<file path="config.mk">
export PLATFORM = sky130hd
export DESIGN_NAME = wspr_message_symbol_encoder
export DESIGN_NICKNAME = d
export VERILOG_FILES = /design/src/hdl/wspr_enc_pkg.sv /design/src/hdl/wspr_enc_ram.sv /design/src/hdl/wspr_enc_front.sv /design/src/hdl/wspr_enc_fifo.sv /design/src/hdl/wspr_enc_back.sv /design/src/hdl/wspr_message_symbol_encoder.sv
export VERILOG_INCLUDE_DIRS = /design/src /design/src/hdl
export SDC_FILE = /design/constraint.sdc
export NUM_CORES = 2
export LEC_CHECK = 0
export BUFFER_PORTS_ARGS = -buffer_cell sky130_fd_sc_hd__clkbuf_2
export CORE_ASPECT_RATIO = 0.6
export CORE_MARGIN = 5
export CORE_UTILIZATION = 38
export DETAILED_ROUTE_END_ITERATION = 8
export GPL_ROUTABILITY_DRIVEN = 0
export GPL_TIMING_DRIVEN = 1
export SLEW_MARGIN = 40
export SYNTH_ARGS = -nofsm -noshare
export SYNTH_HDL_FRONTEND = slang
export SYNTH_SLANG_ARGS = --single-unit
</file>
<file path="constraint.sdc">
create_clock -name clk -period 8.3 [get_ports clk]
set_input_delay 1.245 -clock clk [delete_from_list [all_inputs] [get_ports clk]]
set_output_delay 1.245 -clock clk [all_outputs]
set_load 0.02 [all_outputs]
</file>
<file path="src/hdl/wspr_message_symbol_encoder_assert.svh">
// Assertion macros shared by the encoder modules.
// Uses the clk and arst_n names of the including module.
`ifndef WSPR_MESSAGE_SYMBOL_ENCODER_ASSERT_SVH
`define WSPR_MESSAGE_SYMBOL_ENCODER_ASSERT_SVH
// The consequent must hold in the same cycle as the antecedent.
`define WSPR_ENC_CHECK(label, ante, cons) \
	label: assert property (@(posedge clk) disable iff (!arst_n) (ante) |-> (cons)) \
		else $error("encoder check failed");
// The consequent must hold in the cycle after the antecedent.
`define WSPR_ENC_CHECK_NEXT(label, ante, cons) \
	label: assert property (@(posedge clk) disable iff (!arst_n) (ante) |=> (cons)) \
		else $error("encoder check failed");
`endif

</file>
<file path="src/hdl/wspr_enc_pkg.sv">
// Types, constants and helper functions of the WSPR message symbol encoder.
// No dependencies; the front end, queue, back end and top use it by scoped names.
package wspr_enc_pkg;

	localparam int SYM_COUNT = 162;
	localparam logic [7:0] SYM_LAST = 8'd161;
	localparam logic [31:0] POLY_A = 32'hF2D05351;
	localparam logic [31:0] POLY_B = 32'hE4613C47;

	// Sync vector, symbol 0 is the leftmost bit.
	localparam logic [0:161] SYNC_VEC = {
		24'b110000001000111000100101,
		24'b111000000010010100000010,
		24'b110011010001101000011010,
		24'b101010010010110001101010,
		24'b001000001001001110110011,
		24'b010001110000010100110000,
		18'b000110101100011000};

	typedef enum logic [1:0] {
		STAT_OK      = 2'd0,
		STAT_CALL    = 2'd1,
		STAT_LOCATOR = 2'd2,
		STAT_POWER   = 2'd3
	} status_t;

	typedef enum logic [1:0] {
		F_IDLE,
		F_CALC,
		F_PUSH
	} front_state_t;

	typedef enum logic [1:0] {
		B_IDLE,
		B_ERR,
		B_ENC,
		B_EMIT
	} back_state_t;

	typedef struct packed {
		status_t status;
		logic [49:0] msg;
	} job_t;

	typedef logic [7:0] ilv_map_t [0:161];

	// Maps each coded bit to its slot in the interleaved frame.
	function automatic ilv_map_t build_ilv();
		ilv_map_t map;
		int i;
		int b;
		int p;
		logic [7:0] v;
		logic [7:0] j;
		map = '{default: '0};
		p = 0;
		for (i = 0; i < 256; i++) begin
			v = 8'(i);
			for (b = 0; b < 8; b++) begin
				j[b] = v[7 - b];
			end
			if (j < 8'(SYM_COUNT) && p < SYM_COUNT) begin
				map[p] = j;
				p++;
			end
		end
		return map;
	endfunction

	localparam ilv_map_t ILV_MAP = build_ilv();

	function automatic logic [5:0] char_code(input logic [7:0] c);
		logic [5:0] r;
		if (c >= 8'h30 && c <= 8'h39) begin
			r = 6'(c - 8'h30);
		end else if (c >= 8'h41 && c <= 8'h5A) begin
			r = 6'(c - 8'h41 + 8'd10);
		end else if (c == 8'h20) begin
			r = 6'd36;
		end else begin
			r = 6'd37;
		end
		return r;
	endfunction

	function automatic logic is_digit(input logic [7:0] c);
		return (c >= 8'h30 && c <= 8'h39);
	endfunction

endpackage

</file>
<file path="src/hdl/wspr_enc_ram.sv">
// Generic single-port-write, single-port-read RAM with registered read.
// No dependencies.
module wspr_enc_ram #(
	parameter int WIDTH = 1,
	parameter int DEPTH = 162
) (
	input  logic                     clk,
	input  logic                     wr_en,
	input  logic [$clog2(DEPTH)-1:0] wr_addr,
	input  logic [WIDTH-1:0]         wr_data,
	input  logic                     rd_en,
	input  logic [$clog2(DEPTH)-1:0] rd_addr,
	output logic [WIDTH-1:0]         rd_data
);

	logic [WIDTH-1:0] mem_q [0:DEPTH-1];

	always_ff @(posedge clk) begin
		if (wr_en) begin
			mem_q[wr_addr] <= wr_data;
		end
		if (rd_en) begin
			rd_data <= mem_q[rd_addr];
		end
	end

endmodule

</file>
<file path="src/hdl/wspr_enc_front.sv">
// Front end: accepts a message, checks it and packs the 50 message bits.
// Depends on wspr_enc_pkg.
module wspr_enc_front (
	input  logic                clk,
	input  logic                arst_n,
	input  logic                push,
	output logic                full,
	input  logic [47:0]         callsign_chars,
	input  logic [31:0]         locator_chars,
	input  logic [15:0]         power_chars,
	output logic                job_valid,
	input  logic                job_ready,
	output wspr_enc_pkg::job_t  job
);

	wspr_enc_pkg::front_state_t state_q, state_nx;
	wspr_enc_pkg::status_t status_q, status_in;

	logic [7:0] lb [4];
	logic [7:0] cb [6];
	logic [7:0] al [6];
	logic [7:0] p0, p1;
	logic [2:0] end_pos, dig_pos, pos;
	logic dig_found, seen_zero, loc_bad, pwr_bad, call_bad, accept;

	logic [5:0] code_q [6];
	logic [7:0] c0_q, c1_q, c2_q, c3_q;
	logic [6:0] pwr_q;
	logic [2:0] step_q;
	logic [27:0] n_q, n_nx;
	logic [21:0] t_q, m_q;

	assign accept = push && !full;

	always_comb begin
		loc_bad = 1'b0;
		for (int i = 0; i < 4; i++) begin
			lb[i] = locator_chars[31 - 8 * i -: 8];
			if (lb[i] == 8'd0) begin
				loc_bad = 1'b1;
			end
		end
		p0 = power_chars[15:8];
		p1 = power_chars[7:0];
		pwr_bad = !wspr_enc_pkg::is_digit(p0) || !wspr_enc_pkg::is_digit(p1);
		end_pos = 3'd6;
		dig_pos = 3'd0;
		dig_found = 1'b0;
		seen_zero = 1'b0;
		for (int i = 0; i < 6; i++) begin
			cb[i] = callsign_chars[47 - 8 * i -: 8];
			if (!seen_zero) begin
				if (cb[i] == 8'd0) begin
					seen_zero = 1'b1;
					end_pos = 3'(i);
				end else if (!dig_found && wspr_enc_pkg::is_digit(cb[i])) begin
					dig_found = 1'b1;
					dig_pos = 3'(i);
				end
			end
		end
		call_bad = !dig_found || dig_pos == 3'd0 || dig_pos > 3'd2;
		if (dig_pos == 3'd2) begin
			al[0] = cb[0];
			al[1] = cb[1];
			al[2] = cb[2];
		end else begin
			al[0] = 8'h20;
			al[1] = cb[0];
			al[2] = cb[1];
		end
		pos = 3'd0;
		for (int i = 3; i < 6; i++) begin
			pos = 3'(dig_pos + 3'(i - 2));
			al[i] = (pos < end_pos) ? cb[pos] : 8'h20;
		end
		if (loc_bad) begin
			status_in = wspr_enc_pkg::STAT_LOCATOR;
		end else if (pwr_bad) begin
			status_in = wspr_enc_pkg::STAT_POWER;
		end else if (call_bad) begin
			status_in = wspr_enc_pkg::STAT_CALL;
		end else begin
			status_in = wspr_enc_pkg::STAT_OK;
		end
	end

	always_ff @(posedge clk or negedge arst_n) begin
		if (!arst_n) begin
			state_q <= wspr_enc_pkg::F_IDLE;
		end else begin
			state_q <= state_nx;
		end
	end

	always_comb begin
		state_nx = state_q;
		unique case (state_q)
			wspr_enc_pkg::F_IDLE: begin
				if (accept) begin
					state_nx = (status_in == wspr_enc_pkg::STAT_OK) ?
						wspr_enc_pkg::F_CALC : wspr_enc_pkg::F_PUSH;
				end
			end
			wspr_enc_pkg::F_CALC: begin
				if (step_q == 3'd5) begin
					state_nx = wspr_enc_pkg::F_PUSH;
				end
			end
			wspr_enc_pkg::F_PUSH: begin
				if (job_ready) begin
					state_nx = wspr_enc_pkg::F_IDLE;
				end
			end
			default: state_nx = wspr_enc_pkg::F_IDLE;
		endcase
	end

	// One multiply-add of the callsign code per step after step 0, which loads the first code.
	always_comb begin
		case (step_q)
			3'd0: n_nx = 28'(code_q[0]);
			3'd1: n_nx = 28'(n_q * 28'd36) + 28'(code_q[1]);
			3'd2: n_nx = 28'(n_q * 28'd10) + 28'(code_q[2]);
			default: n_nx = 28'(n_q * 28'd27) + 28'(code_q[step_q]) - 28'd10;
		endcase
	end

	always_ff @(posedge clk or negedge arst_n) begin
		if (!arst_n) begin
			step_q <= 3'd0;
		end else if (accept) begin
			step_q <= 3'd0;
		end else if (state_q == wspr_enc_pkg::F_CALC) begin
			step_q <= 3'(step_q + 3'd1);
		end
	end

	always_ff @(posedge clk) begin
		if (accept) begin
			status_q <= status_in;
			for (int i = 0; i < 6; i++) begin
				code_q[i] <= wspr_enc_pkg::char_code(al[i]);
			end
			c0_q <= 8'(8'(wspr_enc_pkg::char_code(lb[0])) - 8'd10);
			c1_q <= 8'(8'(wspr_enc_pkg::char_code(lb[1])) - 8'd10);
			c2_q <= 8'(lb[2] - 8'd48);
			c3_q <= 8'(lb[3] - 8'd48);
			pwr_q <= 7'(7'(p0[3:0]) * 7'd10 + 7'(p1[3:0]));
			n_q <= 28'd0;
			t_q <= 22'd0;
			m_q <= 22'd0;
		end else if (state_q == wspr_enc_pkg::F_CALC) begin
			n_q <= n_nx;
			if (step_q == 3'd0) begin
				t_q <= 22'd179 - 22'(22'(c0_q) * 22'd10) - 22'(c2_q);
			end
			if (step_q == 3'd1) begin
				m_q <= 22'({t_q * 22'd180 + 22'(22'(c1_q) * 22'd10) + 22'(c3_q), 7'd0})
					+ 22'(pwr_q) + 22'd64;
			end
		end
	end

	assign full = (state_q != wspr_enc_pkg::F_IDLE);
	assign job_valid = (state_q == wspr_enc_pkg::F_PUSH);
	assign job.status = status_q;
	assign job.msg = {n_q, m_q};

endmodule

</file>
<file path="src/hdl/wspr_enc_fifo.sv">
// Two-entry queue that decouples the front end from the back end.
// Depends on wspr_enc_pkg.
module wspr_enc_fifo (
	input  logic               clk,
	input  logic               arst_n,
	input  logic               in_valid,
	output logic               in_ready,
	input  wspr_enc_pkg::job_t in_job,
	output logic               out_valid,
	input  logic               out_ready,
	output wspr_enc_pkg::job_t out_job
);

	wspr_enc_pkg::job_t slot_q [2];
	logic wr_ptr_q, rd_ptr_q;
	logic [1:0] count_q;
	logic wr_fire, rd_fire;

	assign in_ready = (count_q != 2'd2);
	assign out_valid = (count_q != 2'd0);
	assign wr_fire = in_valid && in_ready;
	assign rd_fire = out_valid && out_ready;
	assign out_job = slot_q[rd_ptr_q];

	always_ff @(posedge clk or negedge arst_n) begin
		if (!arst_n) begin
			wr_ptr_q <= 1'b0;
			rd_ptr_q <= 1'b0;
			count_q <= 2'd0;
		end else begin
			if (wr_fire) begin
				wr_ptr_q <= !wr_ptr_q;
			end
			if (rd_fire) begin
				rd_ptr_q <= !rd_ptr_q;
			end
			count_q <= 2'(count_q + 2'(wr_fire) - 2'(rd_fire));
		end
	end

	always_ff @(posedge clk) begin
		if (wr_fire) begin
			slot_q[wr_ptr_q] <= in_job;
		end
	end

endmodule

</file>
<file path="src/hdl/wspr_enc_back.sv">
// Back end: convolutional coding into the interleave RAM, then symbol emission; a rejected job gives an error result.
// Depends on wspr_enc_pkg, wspr_enc_ram and the assertion header.
`include "wspr_message_symbol_encoder_assert.svh"
module wspr_enc_back #(
	parameter int SYMBOLS_PER_RESULT = 6
) (
	input  logic               clk,
	input  logic               arst_n,
	input  logic               job_valid,
	output logic               job_ready,
	input  wspr_enc_pkg::job_t job,
	output logic               empty,
	input  logic               pop,
	output logic [11:0]        symbol_group,
	output logic               last_group,
	output logic [1:0]         status
);

	wspr_enc_pkg::back_state_t state_q, state_nx;
	wspr_enc_pkg::status_t job_status_q, out_status_q;

	logic [49:0] msg_q;
	logic [31:0] reg_q, reg_shift;
	logic [7:0] p_q, rd_idx_q, idx_s1;
	logic dv_s1, coded_bit, rd_data, issue, stall, complete, out_free;
	logic [2:0] slot_q;
	logic [11:0] grp_q, grp_nx;
	logic [1:0] sym;
	logic out_valid_q, last_q;
	logic [11:0] out_grp_q;

	assign reg_shift = {reg_q[30:0], msg_q[49]};
	// Even coded bits shift in a message bit first, odd ones reuse the register.
	assign coded_bit = p_q[0] ? ^(reg_q & wspr_enc_pkg::POLY_B)
		: ^(reg_shift & wspr_enc_pkg::POLY_A);

	wspr_enc_ram #(.WIDTH(1), .DEPTH(wspr_enc_pkg::SYM_COUNT)) u_store (
		.clk     (clk),
		.wr_en   (state_q == wspr_enc_pkg::B_ENC),
		.wr_addr (wspr_enc_pkg::ILV_MAP[p_q]),
		.wr_data (coded_bit),
		.rd_en   (issue),
		.rd_addr (rd_idx_q),
		.rd_data (rd_data)
	);

	assign out_free = !out_valid_q || pop;
	assign sym = {rd_data, wspr_enc_pkg::SYNC_VEC[idx_s1]};
	assign complete = (slot_q == 3'(SYMBOLS_PER_RESULT - 1)) || (idx_s1 == wspr_enc_pkg::SYM_LAST);
	// A finished group that cannot be transferred holds the read pipeline.
	assign stall = dv_s1 && complete && !out_free;
	assign issue = (state_q == wspr_enc_pkg::B_EMIT) && (rd_idx_q < 8'(wspr_enc_pkg::SYM_COUNT))
		&& !stall;

	always_comb begin
		grp_nx = grp_q;
		for (int s = 0; s < 6; s++) begin
			if (slot_q == 3'(s)) begin
				grp_nx[2 * s +: 2] = sym;
			end
		end
	end

	always_ff @(posedge clk or negedge arst_n) begin
		if (!arst_n) begin
			state_q <= wspr_enc_pkg::B_IDLE;
		end else begin
			state_q <= state_nx;
		end
	end

	always_comb begin
		state_nx = state_q;
		job_ready = 1'b0;
		unique case (state_q)
			wspr_enc_pkg::B_IDLE: begin
				if (job_valid) begin
					job_ready = 1'b1;
					state_nx = (job.status == wspr_enc_pkg::STAT_OK) ?
						wspr_enc_pkg::B_ENC : wspr_enc_pkg::B_ERR;
				end
			end
			wspr_enc_pkg::B_ERR: begin
				if (out_free) begin
					state_nx = wspr_enc_pkg::B_IDLE;
				end
			end
			wspr_enc_pkg::B_ENC: begin
				if (p_q == wspr_enc_pkg::SYM_LAST) begin
					state_nx = wspr_enc_pkg::B_EMIT;
				end
			end
			wspr_enc_pkg::B_EMIT: begin
				if (dv_s1 && !stall && idx_s1 == wspr_enc_pkg::SYM_LAST) begin
					state_nx = wspr_enc_pkg::B_IDLE;
				end
			end
			default: state_nx = wspr_enc_pkg::B_IDLE;
		endcase
	end

	always_ff @(posedge clk or negedge arst_n) begin
		if (!arst_n) begin
			p_q <= 8'd0;
			rd_idx_q <= 8'd0;
			dv_s1 <= 1'b0;
			slot_q <= 3'd0;
			out_valid_q <= 1'b0;
		end else begin
			dv_s1 <= issue || stall;
			if (state_q == wspr_enc_pkg::B_IDLE) begin
				p_q <= 8'd0;
				rd_idx_q <= 8'd0;
				slot_q <= 3'd0;
			end
			if (state_q == wspr_enc_pkg::B_ENC) begin
				p_q <= 8'(p_q + 8'd1);
			end
			if (issue) begin
				rd_idx_q <= 8'(rd_idx_q + 8'd1);
			end
			if (dv_s1 && !stall) begin
				slot_q <= complete ? 3'd0 : 3'(slot_q + 3'd1);
			end
			if (state_q == wspr_enc_pkg::B_ERR && out_free) begin
				out_valid_q <= 1'b1;
			end else if (dv_s1 && !stall && complete) begin
				out_valid_q <= 1'b1;
			end else if (pop) begin
				out_valid_q <= 1'b0;
			end
		end
	end

	always_ff @(posedge clk) begin
		if (state_q == wspr_enc_pkg::B_IDLE) begin
			job_status_q <= job.status;
			msg_q <= job.msg;
			reg_q <= 32'd0;
			grp_q <= 12'd0;
		end
		if (state_q == wspr_enc_pkg::B_ENC && !p_q[0]) begin
			reg_q <= reg_shift;
			msg_q <= {msg_q[48:0], 1'b0};
		end
		if (issue) begin
			idx_s1 <= rd_idx_q;
		end
		if (dv_s1 && !stall) begin
			grp_q <= complete ? 12'd0 : grp_nx;
		end
		if (state_q == wspr_enc_pkg::B_ERR && out_free) begin
			out_grp_q <= 12'd0;
			last_q <= 1'b1;
			out_status_q <= job_status_q;
		end else if (dv_s1 && !stall && complete) begin
			out_grp_q <= grp_nx;
			last_q <= (idx_s1 == wspr_enc_pkg::SYM_LAST);
			out_status_q <= wspr_enc_pkg::STAT_OK;
		end
	end

	assign empty = !out_valid_q;
	assign symbol_group = out_grp_q;
	assign last_group = last_q;
	assign status = out_status_q;

	`WSPR_ENC_CHECK(a_err_result_shape, out_valid_q && out_status_q != wspr_enc_pkg::STAT_OK,
		out_grp_q == 12'd0 && last_q)
	`WSPR_ENC_CHECK(a_enc_index_range, state_q == wspr_enc_pkg::B_ENC,
		p_q < 8'(wspr_enc_pkg::SYM_COUNT))
	`WSPR_ENC_CHECK(a_read_index_range, state_q == wspr_enc_pkg::B_EMIT,
		rd_idx_q <= 8'(wspr_enc_pkg::SYM_COUNT))
	`WSPR_ENC_CHECK_NEXT(a_stall_keeps_symbol, stall, dv_s1 && $stable(idx_s1))

endmodule

</file>
<file path="src/hdl/wspr_message_symbol_encoder.sv">
// An accepted message passes the front end's calculation steps and the two-entry queue to the
// back end, which codes the frame (one coded bit per cycle into the interleave RAM) and then
// emits it; it codes the whole frame before it emits any of it and takes no new message until
// its last group is formed. A rejected message skips the coding and gives its status alone.
// Reset (arst_n, asynchronous) clears all control state; the interleave RAM is not cleared.
module wspr_message_symbol_encoder #(
	parameter int SYMBOLS_PER_RESULT = 6
) (
	input  logic        clk,
	input  logic        arst_n,
	input  logic        push,
	output logic        full,
	input  logic [47:0] callsign_chars,
	input  logic [31:0] locator_chars,
	input  logic [15:0] power_chars,
	output logic        empty,
	input  logic        pop,
	output logic [11:0] symbol_group,
	output logic        last_group,
	output logic [1:0]  status
);

	wspr_enc_pkg::job_t front_job, back_job;
	logic front_valid, front_ready, back_valid, back_ready;

	wspr_enc_front u_front (
		.clk            (clk),
		.arst_n         (arst_n),
		.push           (push),
		.full           (full),
		.callsign_chars (callsign_chars),
		.locator_chars  (locator_chars),
		.power_chars    (power_chars),
		.job_valid      (front_valid),
		.job_ready      (front_ready),
		.job            (front_job)
	);

	wspr_enc_fifo u_fifo (
		.clk       (clk),
		.arst_n    (arst_n),
		.in_valid  (front_valid),
		.in_ready  (front_ready),
		.in_job    (front_job),
		.out_valid (back_valid),
		.out_ready (back_ready),
		.out_job   (back_job)
	);

	wspr_enc_back #(.SYMBOLS_PER_RESULT(SYMBOLS_PER_RESULT)) u_back (
		.clk          (clk),
		.arst_n       (arst_n),
		.job_valid    (back_valid),
		.job_ready    (back_ready),
		.job          (back_job),
		.empty        (empty),
		.pop          (pop),
		.symbol_group (symbol_group),
		.last_group   (last_group),
		.status       (status)
	);

endmodule
</file>
==> Flow_metrics.wiki <==
{| class="wikitable"
! Metric !! Value
|-
| Result of the run || finished clean
|-
| Detail-routed via count per cell || 5.506
|-
| Compound-Gate Fraction of Synth Area || 14.88%
|-
| Count of final setup violators || 0
|-
| RSZ-0062 raised after global routing || false
|-
| Via count || 30.15k
|-
| Worst VDD drop || 0.0003726 V
|-
| CORE AREA || 104800 um^2
|-
| Minimum clock period || 6606 ps
|-
| Total buffers and inverters traversed by the critical path || 5
|-
| Syn Inst Count || 3975
|-
| Kind of launch point of the worst setup path || input pin
|-
| Number of synthesized flops with an enable pin || 447
|-
| Category of cells accounting for the largest share of critical-path delay || compound AO/OA/AOI/OAI gates
|-
| Cell at the slowest stage of the critical path || sky130_fd_sc_hd__ha_1
|-
| Post-DP HPWL || 75320 um
|-
| Max-slew headroom at the worst pin || 44.53%
|-
| Parity-gate share of the synthesized area counting xor and xnor cells || 4.867%
|-
| Final #Nets || 4595
|-
| Maximum single-stage delay on the critical path || 740 ps
|-
| Area grow syn2layout || 10.12%
|-
| Global-route wire length before repair || 161500 um
|-
| Average wire length per cell after detail routing || 18.51 um
|-
| Final cycle utilization of the critical path || 79.59%
|-
| Setup fix buffers added after clock tree synthesis || 0
|-
| Multiplexer fraction of the synthesized cell area || 6.307%
|-
| Power, Total || 16630 uW
|-
| Maximum count of clock buffers along a single path || 3
|-
| Share of flip-flops with an asynchronous set or reset after synthesis || 5.755%
|-
| Worst Tran Pin Value || 811.1 ps
|-
| Via count of the first global-routing pass || 28.53k
|-
| Pleak || 0.01734 uW
|-
| Pin count of the biggest net entering global routing || 84
|-
| H-Tree Level Count || 2
|-
| DR DRC count || 0
|-
| Highest achievable clock rate || 151.4 MHz
|-
| CP Capture Type || flop
|-
| Simple-Gate Fraction of Synth Area || 13.76%
|-
| Cell Area, Synth || 39970 um^2
|-
| Insertion delay of the later-clocked pin in the worst-skew pair || 630 ps
|-
| Critical setup path kind || input pin to flop
|-
| Series of cell instances along the critical path || clkbuf_2, nor2_1, nand3_2, o2111a_4, nor4_4, buf_4, inv_1, ha_1, ha_1, nor2_1, nor2_1, o41ai_1, buf_4, and3_1, a31oi_1, inv_1, ha_1, nand2b_1, o21a_1, o31a_1, o2111ai_1, o21ai_0, a21oi_1, o22ai_1
|-
| First-pass iteration count of the detailed router || 6
|-
| Global route overflow || 0
|-
| Clock slew at reported path FFs || 60 ps
|-
| TritonCTS buffer count || 56
|-
| Largest family of logic cells by synthesized area || adder cells
|-
| Overall die width || 428.7 um
|-
| Die Area || 112000 um^2
|-
| Die Height || 261.2 um
|-
| Most frequent cells in the layout || sky130_fd_sc_hd__edfxtp_1 (447), sky130_fd_sc_hd__ha_1 (390), sky130_fd_sc_hd__nor2_1 (385)
|-
| CTS tree || yes
|-
| Yosys cell types || 96
|-
| Hold-fix buffers at CTS || 0
|-
| Number of warnings printed during yosys synthesis || 0
|-
| Clock tree sinks || 556
|-
| Critical Path RT || 8620 ps
|-
| Final Slew Violations || 0
|-
| Routed Wire Length || 101400 um
|-
| Post-route clock skew || 29.99 ps
|-
| Highest fanout seen on the critical path || 18
|-
| Clk Tree Root Cell || sky130_fd_sc_hd__clkbuf_16
|-
| Top Ports || 117
|-
| Most common library cell in the layout ignoring fill and taps || sky130_fd_sc_hd__edfxtp_1
|-
| Hold Path Class || flop to flop
|-
| Post-DRT Antenna Nets || 0
|-
| Iter 0 DRT Violations || 2924
|-
| Data arrival at the endpoint of the critical path || 6920 ps
|-
| Power per cell area || 377.8 nW/um^2
|-
| Layout cells sized above 1 || 9.319%
|-
| Max-capacitance violation count || 0
|-
| Proportion of synthesized chip area in sequential cells || 39.44%
|-
| Initial antenna violation count || 0
|-
| Setup TNS || 0 ps
|-
| Antenna diodes || 0
|-
| FP Rows || 92
|-
| Fraction of the mapped netlist area in adder cells || 16.36%
|-
| # port buffers || 116
|-
| Count of final hold-check violations || 0
|-
| Global-route usage over all layers || 17.68%
|-
| Number of resized instances in the post-cts repair step || 0
|-
| Register bit total from synthesis || 556
|-
| Worst hold slack || 431.3 ps
|-
| Net count after synthesis || 4548
|-
| Most common flop cell mapped by yosys || sky130_fd_sc_hd__edfxtp_1
|-
| Starting density of the core || 38.16%
|-
| Average size of a mapped cell || 10.06 um^2
|}
[sequential cells by signal (all words and copies together) (netlist names), 8 cells and up]
name and flops:
u_back.u_store.mem_q 162, u_fifo.slot_q 104, u_back.p_q 8, u_front.t_q 13, u_back.reg_q 32, u_back.symbol_group 12, u_front.m_q 22, u_back.grp_q 12
u_front.c3_q 8, u_front.code_q 36, u_back.rd_idx_q 8, u_back.msg_q 50, u_front.n_q 28, u_back.idx_s1 8, u_front.c2_q 8
[worst paths after layout]
path / startpoint / cells past startpoint / endpoint / slack, ps
min: u_front.c2_q[0] / 1 / u_front.t_q[0] / 430
max reg2reg: u_front.step_q[1] / 21 / u_front.n_q[27] / 2230
max: callsign_chars[47] / 24 / u_front.code_q[4][3] / 1690
min in group asynchronous: arst_n / 2 / u_back.out_valid_q / 690
max in group asynchronous: arst_n / 2 / u_fifo.rd_ptr_q / 7130
min reg2reg: u_front.c2_q[0] / 1 / u_front.t_q[0] / 430
[synthesized netlist by cell type (38+ instances only)]
cell / instances / area (um^2)
sky130_fd_sc_hd__clkbuf_1: 142 / 533.0
sky130_fd_sc_hd__mux2i_1: 118 / 1181
sky130_fd_sc_hd__dfxtp_1: 77 / 1541
sky130_fd_sc_hd__nand3_1: 72 / 360.4
sky130_fd_sc_hd__ha_1: 390 / 4880
sky130_fd_sc_hd__edfxtp_1: 447 / 13420
sky130_fd_sc_hd__and2_1: 54 / 337.8
sky130_fd_sc_hd__a21o_1: 47 / 352.8
sky130_fd_sc_hd__nor2_1: 389 / 1460
sky130_fd_sc_hd__xnor2_1: 154 / 1349
sky130_fd_sc_hd__inv_1: 289 / 1085
sky130_fd_sc_hd__nor3_1: 57 / 285.3
sky130_fd_sc_hd__a21oi_1: 209 / 1046
sky130_fd_sc_hd__a211oi_1: 60 / 450.4
sky130_fd_sc_hd__fa_1: 83 / 1662
sky130_fd_sc_hd__nand2b_1: 56 / 350.3
sky130_fd_sc_hd__mux4_2: 47 / 1059
sky130_fd_sc_hd__nand2_1: 324 / 1216
sky130_fd_sc_hd__xor2_1: 65 / 569.3
sky130_fd_sc_hd__nor2b_1: 38 / 237.7
sky130_fd_sc_hd__o21ai_0: 247 / 1236
[cell families after synthesis]
kind of cell / after synthesis
adders and majority gates: 473
muxes: 190
buffers and inverters: 461
and+or+nand+nor: 1162
DFF: 556
AOI/OAI and AO/OA: 913
xor gates and xnor gates: 220
[cell type report]
type	instances	area [um^2]
clock buffer	67	1514
clock inverter	36	420.4
fill	10130	60730
inverter	294	1111
multi-input combinational	2958	22530
sequential	556	15770
tap	1410	1764
timing repair buffer	156	912.1
[routing by layer]
| layer | up-vias | track usage [%] | share of wire, % |
|---|---|---|---|
| met2 | 1010 | 24.41 | 39 |
| met4 | 0 | 2.371 | 1.0 |
| met3 | 87 | 3.746 | 8.2 |
| met1 | 14520 | 28.51 | 52 |
| met5 | - | 0 | 0 |
| li1 | 14540 | - | - |
[power breakdown]
group	switching, uW	internal [uW]	total (uW)
clock network	1140	1560	2690
registers	296	3410	3710
logic	5900	4330	10200
[stage by stage]
stage                     instances  worst slack [ps]  instance area (um^2)  util (%)
after floorplan                3975              1462                 39970         -
after global placement         5373              1278                 42030     40.12
after detailed placement       5374              1235                 42070     40.16
after CTS                      5477              1891                 44000     42.01
after global routing           5477              1459                 44020     42.02
final                          5477              1694                 44020     42.02
Note: power is estimated with default switching activity, not from simulation.
